$ cat config.mk
export PLATFORM = sky130hd
export DESIGN_NAME = dual_core_idle_load_monitor_core
export DESIGN_NICKNAME = d
export VERILOG_FILES = /design/src/dcilm_pkg.sv /design/src/dual_core_idle_load_monitor_core.sv /design/src/dcilm_front.sv /design/src/dcilm_fifo.sv /design/src/dcilm_div.sv /design/src/dcilm_back.sv
export SDC_FILE = /design/constraint.sdc
export NUM_CORES = 2
export LEC_CHECK = 0
export BUFFER_PORTS_ARGS = -buffer_cell sky130_fd_sc_hd__buf_2
export CAP_MARGIN = 20
export CORE_MARGIN = 2
export CORE_UTILIZATION = 59
export CTS_BUF_LIST = sky130_fd_sc_hd__clkbuf_16
export CTS_CLUSTER_DIAMETER = 200
export CTS_CLUSTER_SIZE = 16
export DETAILED_ROUTE_END_ITERATION = 16
export PLACE_DENSITY = 0.73
export SLEW_MARGIN = 0
export SYNTH_ARGS = -nofsm -noshare
export SYNTH_HDL_FRONTEND = slang
export SYNTH_SLANG_ARGS = --single-unit
$ cat constraint.sdc
create_clock -name clk_i -period 10.05 [get_ports clk_i]
set_input_delay 1.005 -clock clk_i [delete_from_list [all_inputs] [get_ports clk_i]]
set_output_delay 1.005 -clock clk_i [all_outputs]
set_load 0.01 [all_outputs]
$ cat src/dcilm_pkg.sv
package dcilm_pkg;

  localparam int unsigned NumCores  = 2;
  localparam int unsigned CoreIdW   = 2;
  localparam int unsigned NowW      = 63;
  localparam int unsigned CntW      = 32;
  localparam int unsigned LoadW     = 15;
  localparam int unsigned WindowW   = 24;
  localparam int unsigned CalibW    = 30;
  localparam int unsigned CfgDataW  = 30;
  localparam int unsigned CfgIdxW   = 1;
  localparam int unsigned InDataW   = 72;
  localparam int unsigned OutDataW  = 32;

  // shared divider: 52-bit numerator (count*1e6 or scaled max-rate), 63-bit denominator
  localparam int unsigned DivNumW   = 52;
  localparam int unsigned DivDenW   = 63;

  localparam int unsigned FifoDepthDefault = 4;

  localparam logic [WindowW-1:0] WindowReset = 24'd250000;
  localparam logic [CalibW-1:0]  CalibReset  = 30'd3000000;
  localparam logic [19:0]        UsPerSec    = 20'd1000000;
  localparam logic [LoadW-1:0]   FullLoad    = 15'd25600;

  localparam logic OpIdle  = 1'b0;
  localparam logic OpQuery = 1'b1;

  typedef enum logic [CfgIdxW-1:0] {
    CFG_WINDOW = 1'b0,
    CFG_CALIB  = 1'b1
  } cfg_idx_e;

  typedef enum logic {
    KIND_IDLE  = 1'b0,
    KIND_QUERY = 1'b1
  } kind_e;

  typedef struct packed {
    kind_e                kind;
    logic [CoreIdW-1:0]   core_id;
    logic [NowW-1:0]      now_us;
  } item_t;

  typedef enum logic [3:0] {
    ST_IDLE,
    ST_RATE_MUL,
    ST_RATE_GO,
    ST_RATE_WAIT,
    ST_APPLY,
    ST_LOAD_MUL,
    ST_LOAD_GO,
    ST_LOAD_WAIT,
    ST_RESULT
  } state_e;

  typedef struct packed {
    logic               start;
    logic [DivNumW-1:0] num;
    logic [DivDenW-1:0] den;
  } div_req_t;

  typedef struct packed {
    logic               done;
    logic [DivNumW-1:0] quot;
  } div_rsp_t;

endpackage

$ cat src/dual_core_idle_load_monitor_core.sv
// Load monitor for two cores driven by idle events. An idle event (tuser 0) bumps the
// saturating idle counter of core 0 or 1; events for cores 2 and 3 are dropped
// on entry. A query (tuser 1) carries the time in microseconds and returns one beat with the
// selected core's load, the mean load (1/256 percent units) and the calibrated flag. Beats
// enter a short queue, so the input keeps flowing while the back end works on a query, until the
// queue fills. A query that only records the time, does not advance it or falls inside the
// window goes straight to the result; one that updates runs the shared restoring divider, which
// produces one quotient bit per cycle over 52 bits, once per core for the idle rate and, after
// calibration, once more for the load of each core whose load is not zero. Configuration writes
// land immediately and should only be issued while no query is in flight.
module dual_core_idle_load_monitor_core #(
  parameter int unsigned FifoDepth = dcilm_pkg::FifoDepthDefault
) (
  input  logic                               clk_i,
  input  logic                               rst_ni,
  input  logic                               cfg_we_i,
  input  logic [dcilm_pkg::CfgIdxW-1:0]      cfg_idx_i,
  input  logic [dcilm_pkg::CfgDataW-1:0]     cfg_data_i,
  input  logic                               s_axis_tvalid,
  output logic                               s_axis_tready,
  // [1:0] core_id, [64:2] now_us, [71:65] zero
  input  logic [dcilm_pkg::InDataW-1:0]      s_axis_tdata,
  // [0] op
  input  logic                               s_axis_tuser,
  output logic                               m_axis_tvalid,
  input  logic                               m_axis_tready,
  // [14:0] load_core, [29:15] load_total, [30] is_calibrated, [31] zero
  output logic [dcilm_pkg::OutDataW-1:0]     m_axis_tdata
);

  logic                push;
  dcilm_pkg::item_t    push_item;
  logic                fifo_full;
  logic                fifo_valid;
  logic                fifo_pop;
  dcilm_pkg::item_t    head_item;
  dcilm_pkg::div_req_t div_req;
  dcilm_pkg::div_rsp_t div_rsp;

  dcilm_front u_front (
    .s_axis_tvalid_i (s_axis_tvalid),
    .s_axis_tready_o (s_axis_tready),
    .s_axis_tdata_i  (s_axis_tdata),
    .s_axis_tuser_i  (s_axis_tuser),
    .fifo_full_i     (fifo_full),
    .push_o          (push),
    .item_o          (push_item)
  );

  dcilm_fifo #(
    .Depth (FifoDepth)
  ) u_fifo (
    .clk_i   (clk_i),
    .rst_ni  (rst_ni),
    .push_i  (push),
    .item_i  (push_item),
    .full_o  (fifo_full),
    .pop_i   (fifo_pop),
    .valid_o (fifo_valid),
    .item_o  (head_item)
  );

  dcilm_div u_div (
    .clk_i  (clk_i),
    .rst_ni (rst_ni),
    .req_i  (div_req),
    .rsp_o  (div_rsp)
  );

  dcilm_back u_back (
    .clk_i           (clk_i),
    .rst_ni          (rst_ni),
    .cfg_we_i        (cfg_we_i),
    .cfg_idx_i       (cfg_idx_i),
    .cfg_data_i      (cfg_data_i),
    .fifo_valid_i    (fifo_valid),
    .fifo_item_i     (head_item),
    .fifo_pop_o      (fifo_pop),
    .div_req_o       (div_req),
    .div_rsp_i       (div_rsp),
    .m_axis_tvalid_o (m_axis_tvalid),
    .m_axis_tready_i (m_axis_tready),
    .m_axis_tdata_o  (m_axis_tdata)
  );

endmodule

$ cat src/dcilm_front.sv
module dcilm_front (
  input  logic                               s_axis_tvalid_i,
  output logic                               s_axis_tready_o,
  // [1:0] core_id, [64:2] now_us, rest zero
  input  logic [dcilm_pkg::InDataW-1:0]      s_axis_tdata_i,
  // [0] op
  input  logic                               s_axis_tuser_i,
  input  logic                               fifo_full_i,
  output logic                               push_o,
  output dcilm_pkg::item_t                   item_o
);

  logic accept;
  logic drop;

  assign s_axis_tready_o = !fifo_full_i;
  assign accept          = s_axis_tvalid_i && s_axis_tready_o;

  always_comb begin
    item_o.kind    = (s_axis_tuser_i == dcilm_pkg::OpQuery) ? dcilm_pkg::KIND_QUERY
                                                             : dcilm_pkg::KIND_IDLE;
    item_o.core_id = s_axis_tdata_i[dcilm_pkg::CoreIdW-1:0];
    item_o.now_us  = s_axis_tdata_i[dcilm_pkg::CoreIdW +: dcilm_pkg::NowW];
  end

  // idle events for cores that do not exist never reach the back end
  assign drop   = (item_o.kind == dcilm_pkg::KIND_IDLE) &&
                  (item_o.core_id >= dcilm_pkg::CoreIdW'(dcilm_pkg::NumCores));
  assign push_o = accept && !drop;

endmodule

$ cat src/dcilm_fifo.sv
module dcilm_fifo #(
  parameter int unsigned Depth = dcilm_pkg::FifoDepthDefault
) (
  input  logic             clk_i,
  input  logic             rst_ni,
  input  logic             push_i,
  input  dcilm_pkg::item_t item_i,
  output logic             full_o,
  input  logic             pop_i,
  output logic             valid_o,
  output dcilm_pkg::item_t item_o
);

  localparam int unsigned PtrW = (Depth > 1) ? $clog2(Depth) : 1;
  localparam int unsigned LvlW = $clog2(Depth + 1);

  dcilm_pkg::item_t  mem_q [Depth];
  logic [PtrW-1:0]   wr_q, wr_d;
  logic [PtrW-1:0]   rd_q, rd_d;
  logic [LvlW-1:0]   lvl_q, lvl_d;
  logic              do_push;
  logic              do_pop;

  assign full_o  = (lvl_q == LvlW'(Depth));
  assign valid_o = (lvl_q != '0);
  assign item_o  = mem_q[rd_q];
  assign do_push = push_i && !full_o;
  assign do_pop  = pop_i && valid_o;

  always_comb begin
    wr_d  = wr_q;
    rd_d  = rd_q;
    lvl_d = lvl_q;
    if (do_push) begin
      wr_d = (wr_q == PtrW'(Depth - 1)) ? '0 : wr_q + 1'b1;
    end
    if (do_pop) begin
      rd_d = (rd_q == PtrW'(Depth - 1)) ? '0 : rd_q + 1'b1;
    end
    if (do_push && !do_pop) begin
      lvl_d = lvl_q + 1'b1;
    end else if (!do_push && do_pop) begin
      lvl_d = lvl_q - 1'b1;
    end
  end

  always_ff @(posedge clk_i or negedge rst_ni) begin
    if (!rst_ni) begin
      wr_q  <= '0;
      rd_q  <= '0;
      lvl_q <= '0;
    end else begin
      wr_q  <= wr_d;
      rd_q  <= rd_d;
      lvl_q <= lvl_d;
    end
  end

  always_ff @(posedge clk_i) begin
    if (do_push) begin
      mem_q[wr_q] <= item_i;
    end
  end

endmodule

$ cat src/dcilm_div.sv
module dcilm_div (
  input  logic                clk_i,
  input  logic                rst_ni,
  input  dcilm_pkg::div_req_t req_i,
  output dcilm_pkg::div_rsp_t rsp_o
);

  localparam int unsigned NumW  = dcilm_pkg::DivNumW;
  localparam int unsigned DenW  = dcilm_pkg::DivDenW;
  localparam int unsigned StepW = $clog2(NumW + 1);

  logic [NumW-1:0]  num_q;
  logic [DenW-1:0]  den_q;
  logic [DenW-1:0]  rem_q;
  logic [StepW-1:0] step_q;
  logic             busy_q;
  logic             done_q;
  logic [DenW:0]    rem_sh;
  logic [DenW:0]    rem_sub;
  logic             fits;

  // restoring division, one quotient bit a cycle; quotient shifts into num_q
  assign rem_sh  = {rem_q, num_q[NumW-1]};
  assign rem_sub = rem_sh - {1'b0, den_q};
  assign fits    = (rem_sh >= {1'b0, den_q});

  always_ff @(posedge clk_i or negedge rst_ni) begin
    if (!rst_ni) begin
      busy_q <= 1'b0;
      done_q <= 1'b0;
      step_q <= '0;
    end else begin
      done_q <= 1'b0;
      if (req_i.start) begin
        busy_q <= 1'b1;
        step_q <= StepW'(NumW);
      end else if (busy_q) begin
        step_q <= step_q - 1'b1;
        if (step_q == StepW'(1)) begin
          busy_q <= 1'b0;
          done_q <= 1'b1;
        end
      end
    end
  end

  always_ff @(posedge clk_i) begin
    if (req_i.start) begin
      num_q <= req_i.num;
      den_q <= req_i.den;
      rem_q <= '0;
    end else if (busy_q) begin
      rem_q <= fits ? rem_sub[DenW-1:0] : rem_sh[DenW-1:0];
      num_q <= {num_q[NumW-2:0], fits};
    end
  end

  assign rsp_o.done = done_q;
  assign rsp_o.quot = num_q;

endmodule

$ cat src/dcilm_back.sv
module dcilm_back (
  input  logic                                clk_i,
  input  logic                                rst_ni,
  input  logic                                cfg_we_i,
  input  logic [dcilm_pkg::CfgIdxW-1:0]       cfg_idx_i,
  input  logic [dcilm_pkg::CfgDataW-1:0]      cfg_data_i,
  input  logic                                fifo_valid_i,
  input  dcilm_pkg::item_t                    fifo_item_i,
  output logic                                fifo_pop_o,
  output dcilm_pkg::div_req_t                 div_req_o,
  input  dcilm_pkg::div_rsp_t                 div_rsp_i,
  output logic                                m_axis_tvalid_o,
  input  logic                                m_axis_tready_i,
  output logic [dcilm_pkg::OutDataW-1:0]      m_axis_tdata_o
);

  localparam int unsigned NowW  = dcilm_pkg::NowW;
  localparam int unsigned CntW  = dcilm_pkg::CntW;
  localparam int unsigned LoadW = dcilm_pkg::LoadW;
  localparam int unsigned NC    = dcilm_pkg::NumCores;

  dcilm_pkg::state_e state_q, state_d;

  logic [CntW-1:0]                   cnt_q   [NC];
  logic [CntW-1:0]                   max_q   [NC];
  logic [CntW-1:0]                   rate_q  [NC];
  logic [LoadW-1:0]                  load_q  [NC];
  logic [NowW-1:0]                   last_q;
  logic                              tvalid_q;
  logic [NowW-1:0]                   cal_start_q;
  logic                              cal_started_q;
  logic                              cal_q;
  logic [dcilm_pkg::WindowW-1:0]     win_q;
  logic [dcilm_pkg::CalibW-1:0]      calus_q;
  logic [NowW-1:0]                   now_q;
  logic [dcilm_pkg::CoreIdW-1:0]     core_q;
  logic [NowW-1:0]                   dt_q;
  logic                              ci_q;
  logic [dcilm_pkg::DivNumW-1:0]     prod_q;
  logic                              out_valid_q;
  logic [dcilm_pkg::OutDataW-1:0]    out_data_q;

  logic                              is_query;
  logic [NowW-1:0]                   dt_c;
  logic                              skip_update;
  logic [NowW-1:0]                   eff_start;
  logic                              cal_end;
  logic [CntW-1:0]                   new_max [NC];
  logic                              load_zero;
  logic [CntW-1:0]                   rate_sat;
  logic                              out_free;
  logic                              out_load;
  logic [LoadW-1:0]                  load_sel;
  logic [LoadW:0]                    load_sum;

  assign is_query = (fifo_item_i.kind == dcilm_pkg::KIND_QUERY);
  assign dt_c     = fifo_item_i.now_us - last_q;
  // backwards time, zero elapsed time and a window not yet gone all leave the state alone
  assign skip_update = (fifo_item_i.now_us <= last_q) || (dt_c < NowW'(win_q));

  assign eff_start = cal_started_q ? cal_start_q : now_q;
  assign cal_end   = (now_q >= eff_start) && ((now_q - eff_start) > NowW'(calus_q));

  always_comb begin
    for (int i = 0; i < NC; i++) begin
      new_max[i] = (rate_q[i] > max_q[i]) ? rate_q[i] : max_q[i];
      if (cal_end && (new_max[i] == '0)) begin
        new_max[i] = CntW'(1);
      end
    end
  end

  assign load_zero = (max_q[ci_q] == '0) || (rate_q[ci_q] >= max_q[ci_q]);
  assign rate_sat  = (div_rsp_i.quot[dcilm_pkg::DivNumW-1:CntW] != '0) ? '1
                                                                       : div_rsp_i.quot[CntW-1:0];
  assign out_free  = !out_valid_q || m_axis_tready_i;

  // next state
  always_comb begin
    state_d = state_q;
    case (state_q)
      dcilm_pkg::ST_IDLE: begin
        if (fifo_valid_i && is_query) begin
          state_d = (!tvalid_q || skip_update) ? dcilm_pkg::ST_RESULT : dcilm_pkg::ST_RATE_MUL;
        end
      end
      dcilm_pkg::ST_RATE_MUL: state_d = dcilm_pkg::ST_RATE_GO;
      dcilm_pkg::ST_RATE_GO:  state_d = dcilm_pkg::ST_RATE_WAIT;
      dcilm_pkg::ST_RATE_WAIT: begin
        if (div_rsp_i.done) begin
          state_d = ci_q ? dcilm_pkg::ST_APPLY : dcilm_pkg::ST_RATE_MUL;
        end
      end
      dcilm_pkg::ST_APPLY: begin
        state_d = cal_q ? dcilm_pkg::ST_LOAD_MUL : dcilm_pkg::ST_RESULT;
      end
      dcilm_pkg::ST_LOAD_MUL: begin
        if (load_zero) begin
          state_d = ci_q ? dcilm_pkg::ST_RESULT : dcilm_pkg::ST_LOAD_MUL;
        end else begin
          state_d = dcilm_pkg::ST_LOAD_GO;
        end
      end
      dcilm_pkg::ST_LOAD_GO: state_d = dcilm_pkg::ST_LOAD_WAIT;
      dcilm_pkg::ST_LOAD_WAIT: begin
        if (div_rsp_i.done) begin
          state_d = ci_q ? dcilm_pkg::ST_RESULT : dcilm_pkg::ST_LOAD_MUL;
        end
      end
      dcilm_pkg::ST_RESULT: begin
        if (out_free) begin
          state_d = dcilm_pkg::ST_IDLE;
        end
      end
      default: state_d = dcilm_pkg::ST_IDLE;
    endcase
  end

  // outputs
  always_comb begin
    fifo_pop_o      = (state_q == dcilm_pkg::ST_IDLE) && fifo_valid_i;
    div_req_o.start = (state_q == dcilm_pkg::ST_RATE_GO) || (state_q == dcilm_pkg::ST_LOAD_GO);
    div_req_o.num   = prod_q;
    div_req_o.den   = (state_q == dcilm_pkg::ST_RATE_GO) ? dt_q : NowW'(max_q[ci_q]);
    out_load        = (state_q == dcilm_pkg::ST_RESULT) && out_free;
  end

  assign load_sel = (core_q < dcilm_pkg::CoreIdW'(NC)) ? load_q[core_q[0]] : '0;
  assign load_sum = {1'b0, load_q[0]} + {1'b0, load_q[1]};

  always_ff @(posedge clk_i or negedge rst_ni) begin
    if (!rst_ni) begin
      state_q       <= dcilm_pkg::ST_IDLE;
      for (int i = 0; i < NC; i++) begin
        cnt_q[i]  <= '0;
        max_q[i]  <= '0;
        load_q[i] <= '0;
      end
      last_q        <= '0;
      tvalid_q      <= 1'b0;
      cal_start_q   <= '0;
      cal_started_q <= 1'b0;
      cal_q         <= 1'b0;
      win_q         <= dcilm_pkg::WindowReset;
      calus_q       <= dcilm_pkg::CalibReset;
      ci_q          <= 1'b0;
      out_valid_q   <= 1'b0;
    end else begin
      state_q <= state_d;

      if (cfg_we_i) begin
        case (dcilm_pkg::cfg_idx_e'(cfg_idx_i))
          dcilm_pkg::CFG_WINDOW: win_q   <= cfg_data_i[dcilm_pkg::WindowW-1:0];
          dcilm_pkg::CFG_CALIB:  calus_q <= cfg_data_i[dcilm_pkg::CalibW-1:0];
          default: ;
        endcase
      end

      case (state_q)
        dcilm_pkg::ST_IDLE: begin
          if (fifo_valid_i) begin
            if (!is_query) begin
              if (cnt_q[fifo_item_i.core_id[0]] != '1) begin
                cnt_q[fifo_item_i.core_id[0]] <= cnt_q[fifo_item_i.core_id[0]] + 1'b1;
              end
            end else begin
              ci_q <= 1'b0;
              if (!tvalid_q) begin
                last_q   <= fifo_item_i.now_us;
                tvalid_q <= 1'b1;
              end
            end
          end
        end
        dcilm_pkg::ST_RATE_MUL: cnt_q[ci_q] <= '0;
        dcilm_pkg::ST_RATE_WAIT: begin
          if (div_rsp_i.done) begin
            ci_q <= !ci_q;
          end
        end
        dcilm_pkg::ST_APPLY: begin
          last_q <= now_q;
          ci_q   <= 1'b0;
          if (!cal_q) begin
            for (int i = 0; i < NC; i++) begin
              max_q[i]  <= new_max[i];
              load_q[i] <= '0;
            end
            if (!cal_started_q) begin
              cal_start_q   <= now_q;
              cal_started_q <= 1'b1;
            end
            if (cal_end) begin
              cal_q <= 1'b1;
            end
          end
        end
        dcilm_pkg::ST_LOAD_MUL: begin
          if (load_zero) begin
            load_q[ci_q] <= '0;
            ci_q         <= !ci_q;
          end
        end
        dcilm_pkg::ST_LOAD_WAIT: begin
          if (div_rsp_i.done) begin
            load_q[ci_q] <= div_rsp_i.quot[LoadW-1:0];
            ci_q         <= !ci_q;
          end
        end
        default: ;
      endcase

      if (out_load) begin
        out_valid_q <= 1'b1;
      end else if (m_axis_tready_i) begin
        out_valid_q <= 1'b0;
      end
    end
  end

  // payload registers
  always_ff @(posedge clk_i) begin
    if ((state_q == dcilm_pkg::ST_IDLE) && fifo_valid_i && is_query) begin
      now_q  <= fifo_item_i.now_us;
      core_q <= fifo_item_i.core_id;
      dt_q   <= dt_c;
    end
    if (state_q == dcilm_pkg::ST_RATE_MUL) begin
      prod_q <= dcilm_pkg::DivNumW'(cnt_q[ci_q]) * dcilm_pkg::DivNumW'(dcilm_pkg::UsPerSec);
    end else if (state_q == dcilm_pkg::ST_LOAD_MUL) begin
      prod_q <= dcilm_pkg::DivNumW'(dcilm_pkg::FullLoad) *
                dcilm_pkg::DivNumW'(max_q[ci_q] - rate_q[ci_q]);
    end
    if ((state_q == dcilm_pkg::ST_RATE_WAIT) && div_rsp_i.done) begin
      rate_q[ci_q] <= rate_sat;
    end
    if (out_load) begin
      out_data_q <= {1'b0, cal_q, load_sum[LoadW:1], load_sel};
    end
  end

  assign m_axis_tvalid_o = out_valid_q;
  assign m_axis_tdata_o  = out_data_q;

endmodule
# Word level (Yosys, flattened, before mapping)
# Memories as Yosys holds them, arrays and structs flattened.
# Cells that the tools add are included.
# W data, S select, Z words.
# op_classes
n_addsub	11
mul	2
order_cmp	15
n_eq_ne	25
mux	80
n_bitwise	10
reduce_logical	53
# op_table
op	n
$mux W32	17
$mux W63	5
$mux W52	4
$mux W64	3
$sub A63 B63 Y63	3
$pmux W64 S2	1
$pmux W63 S2	1
$logic_not A32 Y1	3
$mux W30	3
$pmux W30 S3	1
$and A64 B64 Y64	1
$bwmux W64	1
$demux W32 S1	2
$ge A64 B63 Y1	1
$gt A32 B32 Y1	2
$not A64 Y64	1
$ge A63 B63 Y1	1
$gt A63 B30 Y1	1
$le A63 B63 Y1	1
$lt A63 B24 Y1	1
$mux W15	4
$mul A5 B52 Y42 const A	1
$mul A32 B14 Y46 const B	1
$pmux W4 S9	1
46 further kinds	136
# totals
reg_bits	745
ram_bits	328
inputBits	109
output_inout_bits	34
wordCells	231
n_memories	2
# memory_table
memory	words	width	read_ports	rd_ports_with_merged_regs	write_ports	line	text
u_fifo.mem_q	4	66	1	0	1	dcilm_fifo.sv:17	dcilm_pkg::item_t mem_q [Depth];
u_back.rate_q	2	32	3	0	1	dcilm_back.sv:26	logic [CntW-1:0] rate_q [NC];

# Longest topological paths before layout
# An unclocked memory read counts as a cell.
# logic_depth
word_depth	11
ltp_mapped	39
mapped_depth_nobuf	34

# Modules after synthesis
# Synthesis repeated with hierarchy kept, for this count alone.
# unflattened
cells_unflattened	7026
area_unflattened_um2	72185.5
# modules_own_cells
module	n_inst	cells_per_inst	area_each_um2	seq_area_each_um2
dcilm_back	1	5387	50420.9	16782.3
dcilm_div	1	1188	11275.8	4914.7
dcilm_fifo	1	382	9977.1	8102.8
dcilm_front	1	69	511.7	0.0

# Worst setup path after synthesis
# Ideal clock, no wire load.
# synth_timing
path_kind	reg-to-reg
startpoint	register u_back.ci_q
endpoint	register u_back.prod_q[48] (netlist name) (data pin)
setup_ns	0.267
arrival_ns	8.491
t_required_ns	9.783
setup_slack_ns	1.292
stages_incl_launch_ff	37
path_buffers	5
synth_period_minus_slack_ns	8.758
path_cell_list	dfrtp_1 -> clkbuf_1 -> buf_1 -> clkbuf_1 -> buf_1 -> buf_1 -> o21ai_0 -> ha_1 -> fa_1 -> nor2b_1 -> o21ai_0 -> a21boi_0 -> o21a_1 -> o41a_1 -> nand2_1 -> o21ai_0 -> a21oi_1 -> o31ai_1 -> a21o_1 -> a21o_1 -> xnor2_1 -> inv_1 -> ha_1 -> ha_1 -> inv_1 -> fa_1 -> inv_1 -> ha_1 -> a21oi_1 -> o31ai_1 -> a221o_1 -> a221oi_1 -> a211oi_1 -> a211o_1 -> a211o_1 -> a31oi_1 -> o31ai_1
# synth_between
elab_chain_len	8
elab_cells_between_ends	13
cone_classes	add/sub: 1; mul: 2; mux: 8; bitwise: 1; memory: 1
# synth_lines
item	line	text
from (decl)	dcilm_back.sv:38	logic ci_q;
from (signal assigned)	dcilm_back.sv:178	ci_q <= !ci_q;
from (signal assigned)	dcilm_back.sv:201	ci_q <= !ci_q;
from (signal assigned)	dcilm_back.sv:207	ci_q <= !ci_q;
$not A1 Y2 (not written as such)	dcilm_back.sv:229, dcilm_back.sv:232	
$mux W32 (not written as such) (3 in series)	dcilm_back.sv:232	dcilm_pkg::DivNumW'(max_q[ci_q] - rate_q[ci_q]);
$sub A32 B32 Y33	dcilm_back.sv:232	
$mul A5 B52 Y42	dcilm_back.sv:231	prod_q <= dcilm_pkg::DivNumW'(dcilm_pkg::FullLoad) *
$mux W52	dcilm_back.sv:230	end else if (state_q == dcilm_pkg::ST_LOAD_MUL) begin
$mux W52 (*)	dcilm_back.sv:228	if (state_q == dcilm_pkg::ST_RATE_MUL) begin
to (signal assigned)	dcilm_back.sv:229	prod_q <= dcilm_pkg::DivNumW'(cnt_q[ci_q]) * dcilm_pkg::DivNumW'(dcilm_pkg::UsPerSec);
to (signal assigned)	dcilm_back.sv:231	
to (decl)	dcilm_back.sv:39	logic [dcilm_pkg::DivNumW-1:0] prod_q;
# Every way passes the cells marked *; elsewhere a longest branch is shown, timed or not. The select of a mux whose other input is x is not followed.
# A chain may end at the register's enable or synchronous reset.

# Worst setup path in the final report
# Same ends and word-level chain as after synthesis.

==> results.sh <==
export IMPL_drive_gt1_share_pct=7.52
export IMPL_synth_seq_area_share_pct=42.1
export IMPL_yosysWarnings=0
export IMPL_switching_share_pct=46.7
export IMPL_cp_start_kind="flip-flop"
export IMPL_mostFrequentLayoutCells="inv_1 (772), edfxtp_1 (648), nand2_1 (624)"
export IMPL_die_h_um=350
export IMPL_synth_area_mm2=0.0707
export IMPL_detail_route_antenna_nets=0
export IMPL_rows=127
export IMPL_cts_tree="done"
export IMPL_slew_headroom_pct=12.9
export IMPL_grt_first_pass_wirelength_mm=285
export IMPL_drt_total_wl_mm=183
export IMPL_die_w_um=350
export IMPL_final_common_cell="inv_1"
export IMPL_status="complete, no violations"
export IMPL_clk_path_buf_depth=3
export IMPL_fin_tns_setup_ns=0
export IMPL_synth_edf_count=648
export IMPL_place_area_mm2=0.0730
export IMPL_intPower_mw=14.0
export IMPL_ys_flop_type="edfxtp_1"
export IMPL_setup_viol=0
export IMPL_p_switching_mw=12.3
export IMPL_setup_worst_path_class="flip-flop to flip-flop"
export IMPL_via_count=52681
export IMPL_ir_drop_mv=0.284
export IMPL_comb_power_share_pct=61.5
export IMPL_rsz0062_at_grt="no"
export IMPL_start_util_pct=59.2
export IMPL_cp_data_arrival_time_ns=9.35
export IMPL_core_area_mm2=0.119
export IMPL_worstMarginPinSlew_ns=1.29
export IMPL_vias_per_cell=6.10
export IMPL_cts_buffers=77
export IMPL_grt_usage_pct=29.8
export IMPL_critPathLaunch="u_back.ci_q$_DFFE_PN0P_"
export IMPL_fin_nets=7849
export IMPL_drv_slew=0
export IMPL_ctsRootBufferMaster="clkbuf_16"
export IMPL_drc=0
export IMPL_htreeDepth=3
export IMPL_place_congestion=0.979
export IMPL_clkSlewWorstSetupHoldPaths_ns=0.09
export IMPL_synth_nets=7839
export IMPL_maxCapViolCount=0
export IMPL_slowest_delay_ns=0.95
export IMPL_end_kind="flip-flop"
export IMPL_cp_slowest_cell="dfrtp_4"
export IMPL_period_share_pct=88.7
export IMPL_fmax_mhz=112
export IMPL_p_leak_nw=34.1
export IMPL_io_pins=143
export IMPL_antenna_found_initial=9
export IMPL_synthCells=6944
export IMPL_holdWs_ns=0.258
export IMPL_numClockSinks=1073
export IMPL_synthDistinctLibCells=91
export IMPL_worstPathMaxFanout=45
export IMPL_wl_met2_mm=79.0
export IMPL_syn_avg_cell_area_um2=10.2
export IMPL_finish_instance_area_mm2=0.0754
export IMPL_finalHoldViolCount=0
export IMPL_route_top_layer_used="met5"
export IMPL_grt_max_degree=139
export IMPL_ys_seq_elements=1073
export IMPL_met3WireLength_mm=14.4
export IMPL_p_per_area_mw_per_mm2=348
export IMPL_area_growth_pct=6.57
export IMPL_cts_resized_gates=0
export IMPL_die_area_mm2=0.123
export IMPL_r2r_start="u_back.ci_q$_DFFE_PN0P_"
export IMPL_cts_setup_buffers=0
export IMPL_fill_cells=9683
export IMPL_io_buffers=134
export IMPL_wl_met1_mm=83.6
export IMPL_grt_pass1_vias=50871
export IMPL_cp_data_required_time_ns=10.48
export IMPL_power_frac_seq_pct=27.0
export IMPL_min_period_ns=8.92
export IMPL_drt_iter0_drc=4994
export IMPL_hold_class="input port to asynchronous set/reset pin"
export IMPL_grt_ovfl_total=0
export IMPL_drt_pass1_iterations=6
export IMPL_cts_hold_buffers=0
export IMPL_dp_hpwl_mm=139
export IMPL_wl_per_cell_um=21.2
export IMPL_clock_latency_ns=0.71
export IMPL_finClkSkew_ns=0.0308
export IMPL_async_reset_ff_share_pct=33.7
export IMPL_clockPowerShare_pct=11.5
logic make-up (layout without fill, tap and decap cells):
group | Yosys count | in the layout | synth area share, %
other cells | 1 | 4 | 0.00530
fa+ha+maj | 786 | 786 | 15.7
simple gates | 1722 | 1722 | 11.5
buf+inv | 979 | 1052 | 5.23
mux | 433 | 433 | 7.45
compound gates | 1662 | 1662 | 14.4
flops | 1073 | 1073 | 42.1
xor+xnor | 288 | 288 | 3.57
path summary, 6_finish.rpt:
kind	cells after the start	endpoint	slack [ns]
max in group asynchronous	2	u_back.load_q[1]$_DFFE_PN0P_	8.34
hold reg to reg	2	u_back.cal_start_q[49]$_DFFE_PN0P_	0.48
hold / removal	1	u_back.cal_start_q[33]$_DFFE_PN0P_	0.26
setup reg to reg	33	u_back.prod_q[48]$_DFFE_PP_	1.13
setup / recovery	33	u_back.prod_q[48]$_DFFE_PP_	1.13
min in group clk_i	2	u_back.cal_start_q[49]$_DFFE_PN0P_	0.48
routing by layer:
layer,global-route usage (%),vias up
met5,0,-
li1,-,24873
met2,44.4,1729
met4,8.87,8
met3,6.29,268
met1,43.7,25803
power groups by stage:
stage / Combinational (mW) / Sequential (mW) / Clock, mW
global placement: 15.4 / 7.12 / 0
finish: 16.1 / 7.09 / 3.02
floorplan: 11.9 / 6.79 / 0
global route: 17.9 / 7.21 / 3.22
CTS: 15.9 / 7.08 / 3.07
detailed placement: 15.7 / 7.16 / 0
synth_stat cells (all sizes together) (17+ instances only):
library cell	instances	area, um^2
nor4	59	375
nor2b	54	338
and3	48	300
dfrtp	345	8630
edfxtp	648	19500
a31oi	30	188
ha	613	7670
nor2	396	1490
buf	45	194
mux4	66	1490
a21oi	521	2610
and2	60	375
o31ai	36	294
fa	173	3460
o21a	46	345
mux2i	280	2800
o21bai	49	379
nand4	112	701
a21o	166	1250
inv	717	2690
xnor2	179	1570
nor3	81	405
nand2	624	2340
a22o	51	447
dfstp	17	447
dfxtp	63	1260
mux2	87	980
or3	66	413
xor2	109	955
nand2b	43	269
a211oi	41	308
a211o	17	149
o21ai	518	2590
clkbuf	217	815
nand3	103	515
a21boi	18	135
or2	19	119
o211ai	24	180
and4	20	175
final cells by class:
| class | count | area, um^2 | area share (%) |
|---|---|---|---|
| diodes | 3 | 7.51 | 0.00996 |
| clock buffers | 78 | 1950 | 2.59 |
| clock inverters | 64 | 328 | 0.435 |
| inverters | 717 | 2690 | 3.57 |
| multi-input cells | 4892 | 37400 | 49.6 |
| flip-flops and latches | 1073 | 29800 | 39.6 |
| well taps | 1612 | 2020 | 2.68 |
| repair buffers | 193 | 1200 | 1.59 |
metrics by stage:
| stage | util (%) | instances | setup slack (ns) | total power [mW] |
|---|---|---|---|---|
| after floorplan | - | 6944 | 1.29 | 18.7 |
| after global placement | 61.1 | 8484 | 1.40 | 22.5 |
| after detailed placement | 61.1 | 8485 | 1.29 | 22.9 |
| after CTS | 63.0 | 8627 | 1.25 | 26.0 |
| after global routing | 63.1 | 8629 | 0.624 | 28.3 |
| final | 63.1 | 8632 | 1.13 | 26.3 |
flip-flops by register name, summed over array words and instances (netlist names), 30 cells and up:
signal,count
u_back.m_axis_tdata_o,31
u_back.load_q,30
u_back.last_q,63
u_back.calus_q,30
u_back.dt_q,63
u_div.rem_q,63
u_back.now_q,63
u_back.cal_start_q,63
u_back.cnt_q,64
u_back.rate_q,64
u_div.den_q,63
u_back.prod_q,46
u_back.max_q,64
u_div.num_q,52
u_fifo.mem_q,264
worst max-delay path, delay by kind of cell (launching register included):
kind	cells	cell delay [ns]
AO/OA/AOI/OAI	21	4.75
adder cells (fa/ha/maj)	6	2.14
flip-flops	1	0.95
multiplexers	1	0.32
AND/OR/NAND/NOR	2	0.20
XOR/XNOR	1	0.15
buffers and inverters	2	0.09
Power figures use the tool's default switching activity.
